--- src/rtl/pidl_pkg.sv ---
// Package for the positional insert/delete list: field widths, request modes,
// status codes and the request and list-view structs. No dependencies.
package pidl_pkg;

    localparam int DEF_CAPACITY = 16;
    localparam int POS_W        = 5;
    localparam int DATA_W       = 32;
    localparam int CNT_OUT_W    = 5;

    localparam logic MODE_INSERT = 1'b0;
    localparam logic MODE_REMOVE = 1'b1;

    localparam logic [1:0] ST_DONE  = 2'd0;
    localparam logic [1:0] ST_RANGE = 2'd1;
    localparam logic [1:0] ST_FULL  = 2'd2;

    typedef struct packed {
        logic                     mode;
        logic [POS_W-1:0]         position;
        logic signed [DATA_W-1:0] value;
    } t_req;

    typedef struct packed {
        logic [CNT_OUT_W-1:0]     count;
        logic                     has_entries;
        logic signed [DATA_W-1:0] first_value;
        logic signed [DATA_W-1:0] last_value;
    } t_view;

endpackage

--- src/rtl/pidl_list.sv ---
// Entry store of the positional list: one register per slot with parallel
// shifting, the entry count, range checks and the front/back view. Uses pidl_pkg.
module pidl_list #(
    parameter int CAPACITY = pidl_pkg::DEF_CAPACITY
) (
    input  logic              i_clk,
    input  logic              i_rst_n,
    input  logic              i_en,
    input  pidl_pkg::t_req    i_req,
    output logic [1:0]        o_status,
    output pidl_pkg::t_view   o_view
);
    import pidl_pkg::*;

    localparam int CNT_W = $clog2(CAPACITY + 1);
    localparam int IDX_W = $clog2(CAPACITY);
    localparam int EXT_W = (CNT_W > POS_W) ? CNT_W : POS_W;

    logic signed [DATA_W-1:0] r_entries [CAPACITY];
    logic signed [DATA_W-1:0] n_entries [CAPACITY];
    logic [CNT_W-1:0]         r_count;
    logic [CNT_W-1:0]         n_count;
    logic [EXT_W-1:0]         ext_count;
    logic [EXT_W-1:0]         ext_pos;
    logic [CNT_W-1:0]         count_m1;
    logic [IDX_W-1:0]         last_idx;
    logic                     do_ins;
    logic                     do_rem;
    logic                     has;

    assign ext_count = EXT_W'(r_count);
    assign ext_pos   = EXT_W'(i_req.position);

    // The range check comes before the full check on insert.
    always_comb begin
        o_status = ST_DONE;
        if (i_req.mode == MODE_INSERT) begin
            if (ext_pos > ext_count) begin
                o_status = ST_RANGE;
            end else if (r_count == CNT_W'(CAPACITY)) begin
                o_status = ST_FULL;
            end
        end else begin
            if (ext_pos >= ext_count) begin
                o_status = ST_RANGE;
            end
        end
    end

    assign do_ins = i_en && (i_req.mode == MODE_INSERT) && (o_status == ST_DONE);
    assign do_rem = i_en && (i_req.mode == MODE_REMOVE) && (o_status == ST_DONE);

    // Each slot picks its own old value, its lower neighbor, its upper
    // neighbor or the new value.
    for (genvar g = 0; g < CAPACITY; g++) begin : g_slot
        localparam logic [EXT_W-1:0] IDX = EXT_W'(g);
        always_comb begin
            n_entries[g] = r_entries[g];
            if (do_ins) begin
                if (IDX == ext_pos) begin
                    n_entries[g] = i_req.value;
                end else if (IDX > ext_pos) begin
                    n_entries[g] = r_entries[(g > 0) ? g - 1 : 0];
                end
            end else if (do_rem) begin
                if (IDX >= ext_pos) begin
                    n_entries[g] = r_entries[(g < CAPACITY - 1) ? g + 1 : g];
                end
            end
        end
    end

    always_comb begin
        n_count = r_count;
        if (do_ins) begin
            n_count = r_count + 1'b1;
        end else if (do_rem) begin
            n_count = r_count - 1'b1;
        end
    end

    always_ff @(posedge i_clk) begin
        r_entries <= n_entries;
    end

    always_ff @(posedge i_clk) begin
        if (!i_rst_n) begin
            r_count <= '0;
        end else begin
            r_count <= n_count;
        end
    end

    assign has      = (r_count != '0);
    assign count_m1 = r_count - 1'b1;
    assign last_idx = count_m1[IDX_W-1:0];

    always_comb begin
        o_view.count       = ext_count[CNT_OUT_W-1:0];
        o_view.has_entries = has;
        o_view.first_value = has ? r_entries[0] : '0;
        o_view.last_value  = has ? r_entries[last_idx] : '0;
    end

    a_count_bound : assert property (@(posedge i_clk) disable iff (!i_rst_n)
        r_count <= CNT_W'(CAPACITY))
        else $error("entry count exceeds capacity");

    a_ins_grows : assert property (@(posedge i_clk) disable iff (!i_rst_n)
        do_ins |=> r_count == $past(r_count) + 1'b1)
        else $error("completed insert did not grow the list by one");

    a_reject_holds : assert property (@(posedge i_clk) disable iff (!i_rst_n)
        (i_en && o_status != ST_DONE) |=> $stable(r_count))
        else $error("rejected request changed the entry count");

    a_front_insert : assert property (@(posedge i_clk) disable iff (!i_rst_n)
        (do_ins && ext_pos == '0) |=> r_entries[0] == $past(i_req.value))
        else $error("insert at the front did not land in slot zero");

endmodule

--- src/rtl/positional_insert_delete_list.sv ---
// Top level of the positional insert/delete list: input register, result
// register and handshakes around the entry store. Uses pidl_pkg and pidl_list.
//
//  Channel  | Valid        | Ready        | Payload
//  ---------+--------------+--------------+---------------------------------------------
//  request  | i_in_valid   | o_in_ready   | i_mode, i_position, i_value
//  result   | o_out_valid  | i_out_ready  | o_status, o_count, o_has_entries,
//           |              |              | o_first_value, o_last_value
//
// A request transfer is registered in the request register. When the result register
// can take a new result, the request is applied to the store as its status is loaded.
// One request can complete per cycle while results are taken; all slots shift in
// parallel in one step. Reset empties the list at once; slot contents are not cleared
// and are never shown. A stalled result holds the store too, so the request register
// fills and then o_in_ready drops until the result transfer takes place.
module positional_insert_delete_list #(
    parameter int CAPACITY = pidl_pkg::DEF_CAPACITY
) (
    input  logic                                 i_clk,
    input  logic                                 i_rst_n,
    input  logic                                 i_in_valid,
    output logic                                 o_in_ready,
    input  logic                                 i_mode,
    input  logic [pidl_pkg::POS_W-1:0]           i_position,
    input  logic signed [pidl_pkg::DATA_W-1:0]   i_value,
    output logic                                 o_out_valid,
    input  logic                                 i_out_ready,
    output logic [1:0]                           o_status,
    output logic [pidl_pkg::CNT_OUT_W-1:0]       o_count,
    output logic                                 o_has_entries,
    output logic signed [pidl_pkg::DATA_W-1:0]   o_first_value,
    output logic signed [pidl_pkg::DATA_W-1:0]   o_last_value
);
    import pidl_pkg::*;

    logic       r_in_vld;
    t_req       r_req;
    logic       r_out_vld;
    logic [1:0] r_status;
    logic       w_adv;
    logic       w_en;
    logic [1:0] w_status;
    t_view      w_view;

    // The result stage can take a new result when it is empty or being drained.
    assign w_adv      = !r_out_vld || i_out_ready;
    assign o_in_ready = !r_in_vld || w_adv;
    assign w_en       = r_in_vld && w_adv;

    always_ff @(posedge i_clk) begin
        if (!i_rst_n) begin
            r_in_vld <= 1'b0;
        end else if (o_in_ready) begin
            r_in_vld <= i_in_valid;
        end
    end

    always_ff @(posedge i_clk) begin
        if (i_in_valid && o_in_ready) begin
            r_req.mode     <= i_mode;
            r_req.position <= i_position;
            r_req.value    <= i_value;
        end
    end

    pidl_list #(
        .CAPACITY (CAPACITY)
    ) u_list (
        .i_clk    (i_clk),
        .i_rst_n  (i_rst_n),
        .i_en     (w_en),
        .i_req    (r_req),
        .o_status (w_status),
        .o_view   (w_view)
    );

    // The store changes only when a result is loaded, so the count and the
    // front and back values always belong to the result on offer.
    always_ff @(posedge i_clk) begin
        if (!i_rst_n) begin
            r_out_vld <= 1'b0;
        end else if (w_adv) begin
            r_out_vld <= r_in_vld;
        end
    end

    always_ff @(posedge i_clk) begin
        if (w_en) begin
            r_status <= w_status;
        end
    end

    assign o_out_valid   = r_out_vld;
    assign o_status      = r_status;
    assign o_count       = w_view.count;
    assign o_has_entries = w_view.has_entries;
    assign o_first_value = w_view.first_value;
    assign o_last_value  = w_view.last_value;

endmodule

--- config.mk ---
export PLATFORM = sky130hd
export DESIGN_NAME = positional_insert_delete_list
export DESIGN_NICKNAME = d
export VERILOG_FILES = /design/src/rtl/pidl_pkg.sv /design/src/rtl/pidl_list.sv /design/src/rtl/positional_insert_delete_list.sv
export SDC_FILE = /design/constraint.sdc
export NUM_CORES = 1
export LEC_CHECK = 0
export BUFFER_PORTS_ARGS = -buffer_cell sky130_fd_sc_hd__buf_4
export CAP_MARGIN = 10
export CORE_MARGIN = 4
export CORE_UTILIZATION = 40
export DETAILED_ROUTE_END_ITERATION = 6
export HOLD_SLACK_MARGIN = 0.02
export PLACE_DENSITY_LB_ADDON = 0.3
export SYNTH_ARGS = -nofsm -noshare
export SYNTH_HDL_FRONTEND = slang
export SYNTH_SLANG_ARGS = --single-unit
--- constraint.sdc ---
create_clock -name i_clk -period 5.3 [get_ports i_clk]
set_clock_uncertainty 0.2 [all_clocks]
set_input_delay 0.265 -clock i_clk [delete_from_list [all_inputs] [get_ports i_clk]]
set_output_delay 0.265 -clock i_clk [all_outputs]
set_load 0.05 [all_outputs]
# Word level (Yosys, flattened, before mapping)
# Index checks and enable logic that the tools add are counted.
# W data, S select, Z words.
# word_totals
romBits	0
n_memories	0
wordCells	224
ram_bits	0
reg_bits	559
latchBits	0
# classes
bitwise_logic	2
n_mul	0
div_mod_pow	0
magnitude_cmp	33
n_reduce_logical	46
muxes	87
n_shift	0
add_sub_neg	2
eq_ne	31
# ops
cell	count
$mux W32	80
$bmux W32 S4	1
$reduce_and A3 Y1	15
$ne A3 B3 Y1 const B	14
$eq A4 B5 Y1 const A	8
$gt A4 B5 Y1 const A	8
$ge A4 B5 Y1 const A	7
$reduce_bool A2 Y1	17
$eq A3 B5 Y1 const A	4
$ge A3 B5 Y1 const A	4
$gt A3 B5 Y1 const A	4
$eq A2 B5 Y1 const A	2
$ge A1 B5 Y1 const A	2
$ge A2 B5 Y1 const A	2
$gt A2 B5 Y1 const A	2
$mux W5	2
$logic_and A1 B1 Y1	6
$mux W2	3
$add A5 B1 Y5 const B	1
$eq A1 B5 Y1 const A	1
$eq A5 B5 Y1 const B	1
$ge A5 B5 Y1	1
$ge A5 B5 Y1 const B	1
$gt A1 B5 Y1 const A	1
other kinds (12)	14

# Depth between registers and ports, before layout
# depth
word_depth	8
ltp_mapped	14
mapped_depth_nobuf	7

# Hierarchy
# From an unflattened synthesis, not the netlist that was laid out.
# hier_totals
cells_unflattened	2620
hier_area_um2	32162.1
# by_module_without_submodules
mod	seq_area_each_um2	cells_per_inst	instances	area_per_inst_um2
pidl_list	15474.8	2571	1	30857.1
positional_insert_delete_list	1241.2	49	1	1305.0

# Worst setup path before layout
# Ideal clock, no wire load.
# synth_path
kind	reg-to-reg
from	register u_list.r_count[0], in the netlist u_list.ext_count[0]
to	register u_list.r_entries[416] in the netlist's numbering (enable)
stages_incl_launch_ff	13
n_path_buf	6
synth_period_minus_slack_ns	5.830
slack_ns	-0.530
arrival_time_ns	5.160
required_ns	4.630
path_cell_list	dfxtp_1 buf_2 buf_2 buf_4 buf_4 inv_1 ha_1 or3b_4 o311ai_2 a21o_1 buf_2 buf_1 a211oi_1
# synth_between
elab_chain_len	8
# synth_lines
item	line	source
from (decl)	pidl_list.sv:21	logic [CNT_W-1:0] r_count;
from (signal assigned)	pidl_list.sv:90	r_count <= n_count;
parallel branches: the longest is 3 deep, another holds $gt A5 B5 Y1	n/a	
$mux W2 (*)	pidl_list.sv:37	if (i_req.mode == MODE_INSERT) begin
$logic_not A2 Y1 (*)	pidl_list.sv:50, pidl_list.sv:51	
$logic_and A1 B1 Y1, on equally long branches	pidl_list.sv:50, pidl_list.sv:51	
$ne A3 B3 Y1 (no source line) / $reduce_bool A2 Y1 (equally long branches)	n/a	
$reduce_and A3 Y1 (no source line) (*)	n/a	
to (signal assigned)	pidl_list.sv:83	r_entries <= n_entries;
to (decl)	pidl_list.sv:19	logic signed [DATA_W-1:0] r_entries [CAPACITY];
# Every way passes the cells marked *.
# A chain may end at the register's enable or synchronous reset.

# Final worst setup path
# layout_path
from	register u_list.r_count[0], in the netlist u_list.ext_count[0]
to	output o_last_value[3] in the netlist's numbering
# layout_between
elab_chain_len	6
# layout_lines
item	line	source
$sub A5 B1 Y5	n/a	
$not A4 Y5 (implied by the code)	pidl_list.sv:102	o_view.last_value = has ? r_entries[last_idx] : '0;
$bmux W32 S4	pidl_list.sv:102	
$mux W32 (implied by the code) (2 in a row)	pidl_list.sv:102	
$mux W32 (*)	pidl_list.sv:102	
to (decl)	positional_insert_delete_list.sv:32	output logic signed [pidl_pkg::DATA_W-1:0] o_last_value
# Mark *: on every way between the ends. The rest lies on a longest branch, timed or not. The select of a mux whose other input is x is not followed.

==> flow_summary.json <==
{
  "outcome": "complete, no violations",
  "switching_share_pct": 26.5,
  "ys_top_cells_by_area": "sky130_fd_sc_hd__edfxtp_1, sky130_fd_sc_hd__mux2i_1, sky130_fd_sc_hd__mux4_2",
  "tritoncts_clock_tree": "done",
  "setup_viol": 0,
  "syn-instance-count": 2620,
  "layout-drive-gt1-share_pct": 17.2,
  "grt_overflow_total": 0,
  "p_clk_share_pct": 40.9,
  "synth_edf_count": 552,
  "route.detailed.vias_per_inst": 5.83,
  "synthTopCellsByCount": "sky130_fd_sc_hd__edfxtp_1, sky130_fd_sc_hd__mux2i_1, sky130_fd_sc_hd__nor2_1, sky130_fd_sc_hd__a21oi_1, sky130_fd_sc_hd__mux4_2",
  "kind_of_start_point_of_the_critical_path": "flop",
  "synth.top_cell.area_share_pct": 51.8,
  "post_cts_resize_count": 0,
  "clkSlewWorstSetupHoldPaths_ns": 0.05,
  "synth_largest_area_cell": "sky130_fd_sc_hd__edfxtp_1",
  "via_count_of_the_first_global_routing_pass": 22121,
  "firstDrtPassIters": 7,
  "syn_to_final_growth_pct": 13.5,
  "total_design_power_w": 0.0108,
  "grt_first_pass_wirelength_um": 142000,
  "setup-tns-final_ns": 0,
  "combPwrFrac_pct": 12.6,
  "maximum_number_of_pins_on_one_net_before_global_route_repair": 144,
  "synth-async-reset-ratio_pct": 0,
  "drt-total-wl_um": 94100,
  "core.rowCount": 103,
  "top_ports": 116,
  "drtIter0Drc": 2004,
  "finish.net_count": 2714,
  "pwr-share-seq_pct": 46.4,
  "synth_seq_cells": 559,
  "worst-endpoint-arrival_ns": 3.72,
  "dp.final_hpwl_um": 55700,
  "rsz0062_at_grt": "no",
  "route.detailed.wl_per_inst_um": 25.0,
  "final_number_of_max_transition_violations": 0,
  "instances_no_fill": 3762,
  "numCtsBuffers": 67,
  "top_count_cell_post_synth": "sky130_fd_sc_hd__edfxtp_1",
  "post-place-cells": 3602,
  "final-hold-violation-count": 0,
  "floorplan.die_area_um2": 84600,
  "sinks_on_the_clock_net": 559,
  "floorplan.initialDensity_pct": 40.4,
  "clkLatencyLatePin_ns": 0.61,
  "final_min_period_over_clock_period_pct": 79.0,
  "gpl.final_weighted_congestion": 0.819,
  "holdPathStages": 2,
  "final.min_clock_period_ns": 4.18,
  "ctsRootBufferMaster": "sky130_fd_sc_hd__clkbuf_16",
  "syn_area_per_cell_um2": 12.2,
  "antenna_violations_before_repair": 1,
  "tightestPinTransition_ns": 1.18,
  "drtAntennaViolNets": 0,
  "slew_headroom_pct": 21.0,
  "end_kind": "output port",
  "whs_ns": 0.173,
  "wp_data_required_ns": 4.84,
  "dieWidth_um": 291,
  "internal_power_w": 0.00794,
  "synth_cell_type_count": 49,
  "ir_worst_vdd_uv": 216,
  "net-switching-power_w": 0.00286,
  "syn_area_um2": 32000,
  "worstRegToRegCells": 7,
  "total_power_per_unit_cell_area_nw_per_um2": 298,
  "n_antenna_cell": 0,
  "cts_buffer_depth": 3,
  "synth_nets": 2670,
  "io_buffer_count": 115,
  "power_leakage_nw": 13.5,
  "ys_seq_area_share_pct": 52.3,
  "min_path_type": "in2reg",
  "max_freq_ghz": 0.239,
  "synth_top_flop_cell": "sky130_fd_sc_hd__edfxtp_1",
  "design.core.area_um2": 79100,
  "maxCapViolations": 0,
  "chipHeight_um": 291,
  "worst-path-max-fanout": 102,
  "yosysWarningCount": 0,
  "via_count": 21934,
  "htree_num_levels": 3,
  "post-route-drc-count": 0,
  "critical_path_class": "reg2out",
  "grt_usage_pct": 21.6
}
-- layout make-up --
type / count / area (um^2)
clock buffers: 83 / 1780
clock inverters: 34 / 278
fillers: 7095 / 42800
inverters: 12 / 45.0
multi-input cells: 1804 / 14200
flip-flops and latches: 559 / 16700
well taps: 1050 / 1310
repair buffers: 220 / 1960
-- state kept, by name, summed over array words and instances (netlist names) --
signal,count
r_req,38
r_in_vld,1
o_out_valid,1
u_list.ext_count,5
o_status,2
u_list.r_entries,512
-- placed cells by master, fill, tap and decap left out, types with 11 or more instances in the layout --
cell and instances:
sky130_fd_sc_hd__nor2_1 456, sky130_fd_sc_hd__buf_4 161, sky130_fd_sc_hd__dlygate4sd3_1 43, sky130_fd_sc_hd__clkbuf_1 14
sky130_fd_sc_hd__mux2_1 32, sky130_fd_sc_hd__clkinv_1 17, sky130_fd_sc_hd__edfxtp_1 552, sky130_fd_sc_hd__clkbuf_16 69
sky130_fd_sc_hd__mux4_2 128, sky130_fd_sc_hd__a21oi_1 453, sky130_fd_sc_hd__buf_12 16, sky130_fd_sc_hd__mux2_2 32
sky130_fd_sc_hd__nor2b_1 68, sky130_fd_sc_hd__a211oi_1 64, sky130_fd_sc_hd__inv_1 11, sky130_fd_sc_hd__mux2i_1 482
-- per-layer routing --
metal / up-vias / global-route usage [%] / wire (um)
met5: - / 0 / 0
li1: 9988 / - / -
met3: 141 / 3.03 / 5310
met2: 740 / 37.6 / 47500
met1: 11065 / 28.3 / 39100
met4: 0 / 5.99 / 2280
-- critical path: stages (launching register included) --
cell                       delay [ns]
sky130_fd_sc_hd__dfxtp_4         0.39
sky130_fd_sc_hd__buf_12          0.64
sky130_fd_sc_hd__buf_4           0.66
sky130_fd_sc_hd__mux4_2          0.57
sky130_fd_sc_hd__nor2b_1         0.14
sky130_fd_sc_hd__a211oi_1        0.26
sky130_fd_sc_hd__a211oi_1        0.09
sky130_fd_sc_hd__buf_4           0.20
-- cell families (layout without fill, tap and decap cells) --
family	Yosys count	in the layout	share of synthesized area, %
multiplexers	674	674	26.3
XOR/XNOR	4	4	0.110
flip-flops	559	559	52.3
AO/OA/AOI/OAI	546	546	9.25
buffers and inverters	257	349	4.19
adder cells (fa/ha/maj)	8	8	0.313
AND/OR/NAND/NOR	572	572	7.54
-- power by group through the flow --
stage	registers, W	logic [W]	clock network [W]
2_1_floorplan	0.00505	0.000955	0
3_3_place_gp	0.00510	0.00134	0
3_5_place_dp	0.00510	0.00135	0
4_1_cts	0.00501	0.00138	0.00452
5_1_grt	0.00502	0.00145	0.00470
6_report	0.00502	0.00137	0.00442
-- per-stage QoR --
step | util [%] | cell area [um^2] | setup WS, ns
after floorplan | - | 32000 | 0.177
after CTS | 45.9 | 36300 | 0.952
after global routing | 45.9 | 36300 | 0.807
after global placement | 42.7 | 33800 | 1.18
final | 45.9 | 36300 | 1.12
after detailed placement | 42.7 | 33800 | 1.16
-- what timing repair did --
item,4_1_cts,5_1_grt
hold buffers,43,0
endpoints found under the hold margin,47,0
buffers inserted,0,0
-- path summary, 6_finish.rpt --
path,slack (ns),end,start
worst min-delay path,0.17,r_req[20],i_value[20]
worst min register to register,0.37,u_list.ext_count[4],u_list.ext_count[4]
worst max register to register,1.12,u_list.r_entries[335],r_req[34]
worst max-delay path,1.12,o_last_value[3],u_list.ext_count[0]
(Power assumes the default switching activity.)
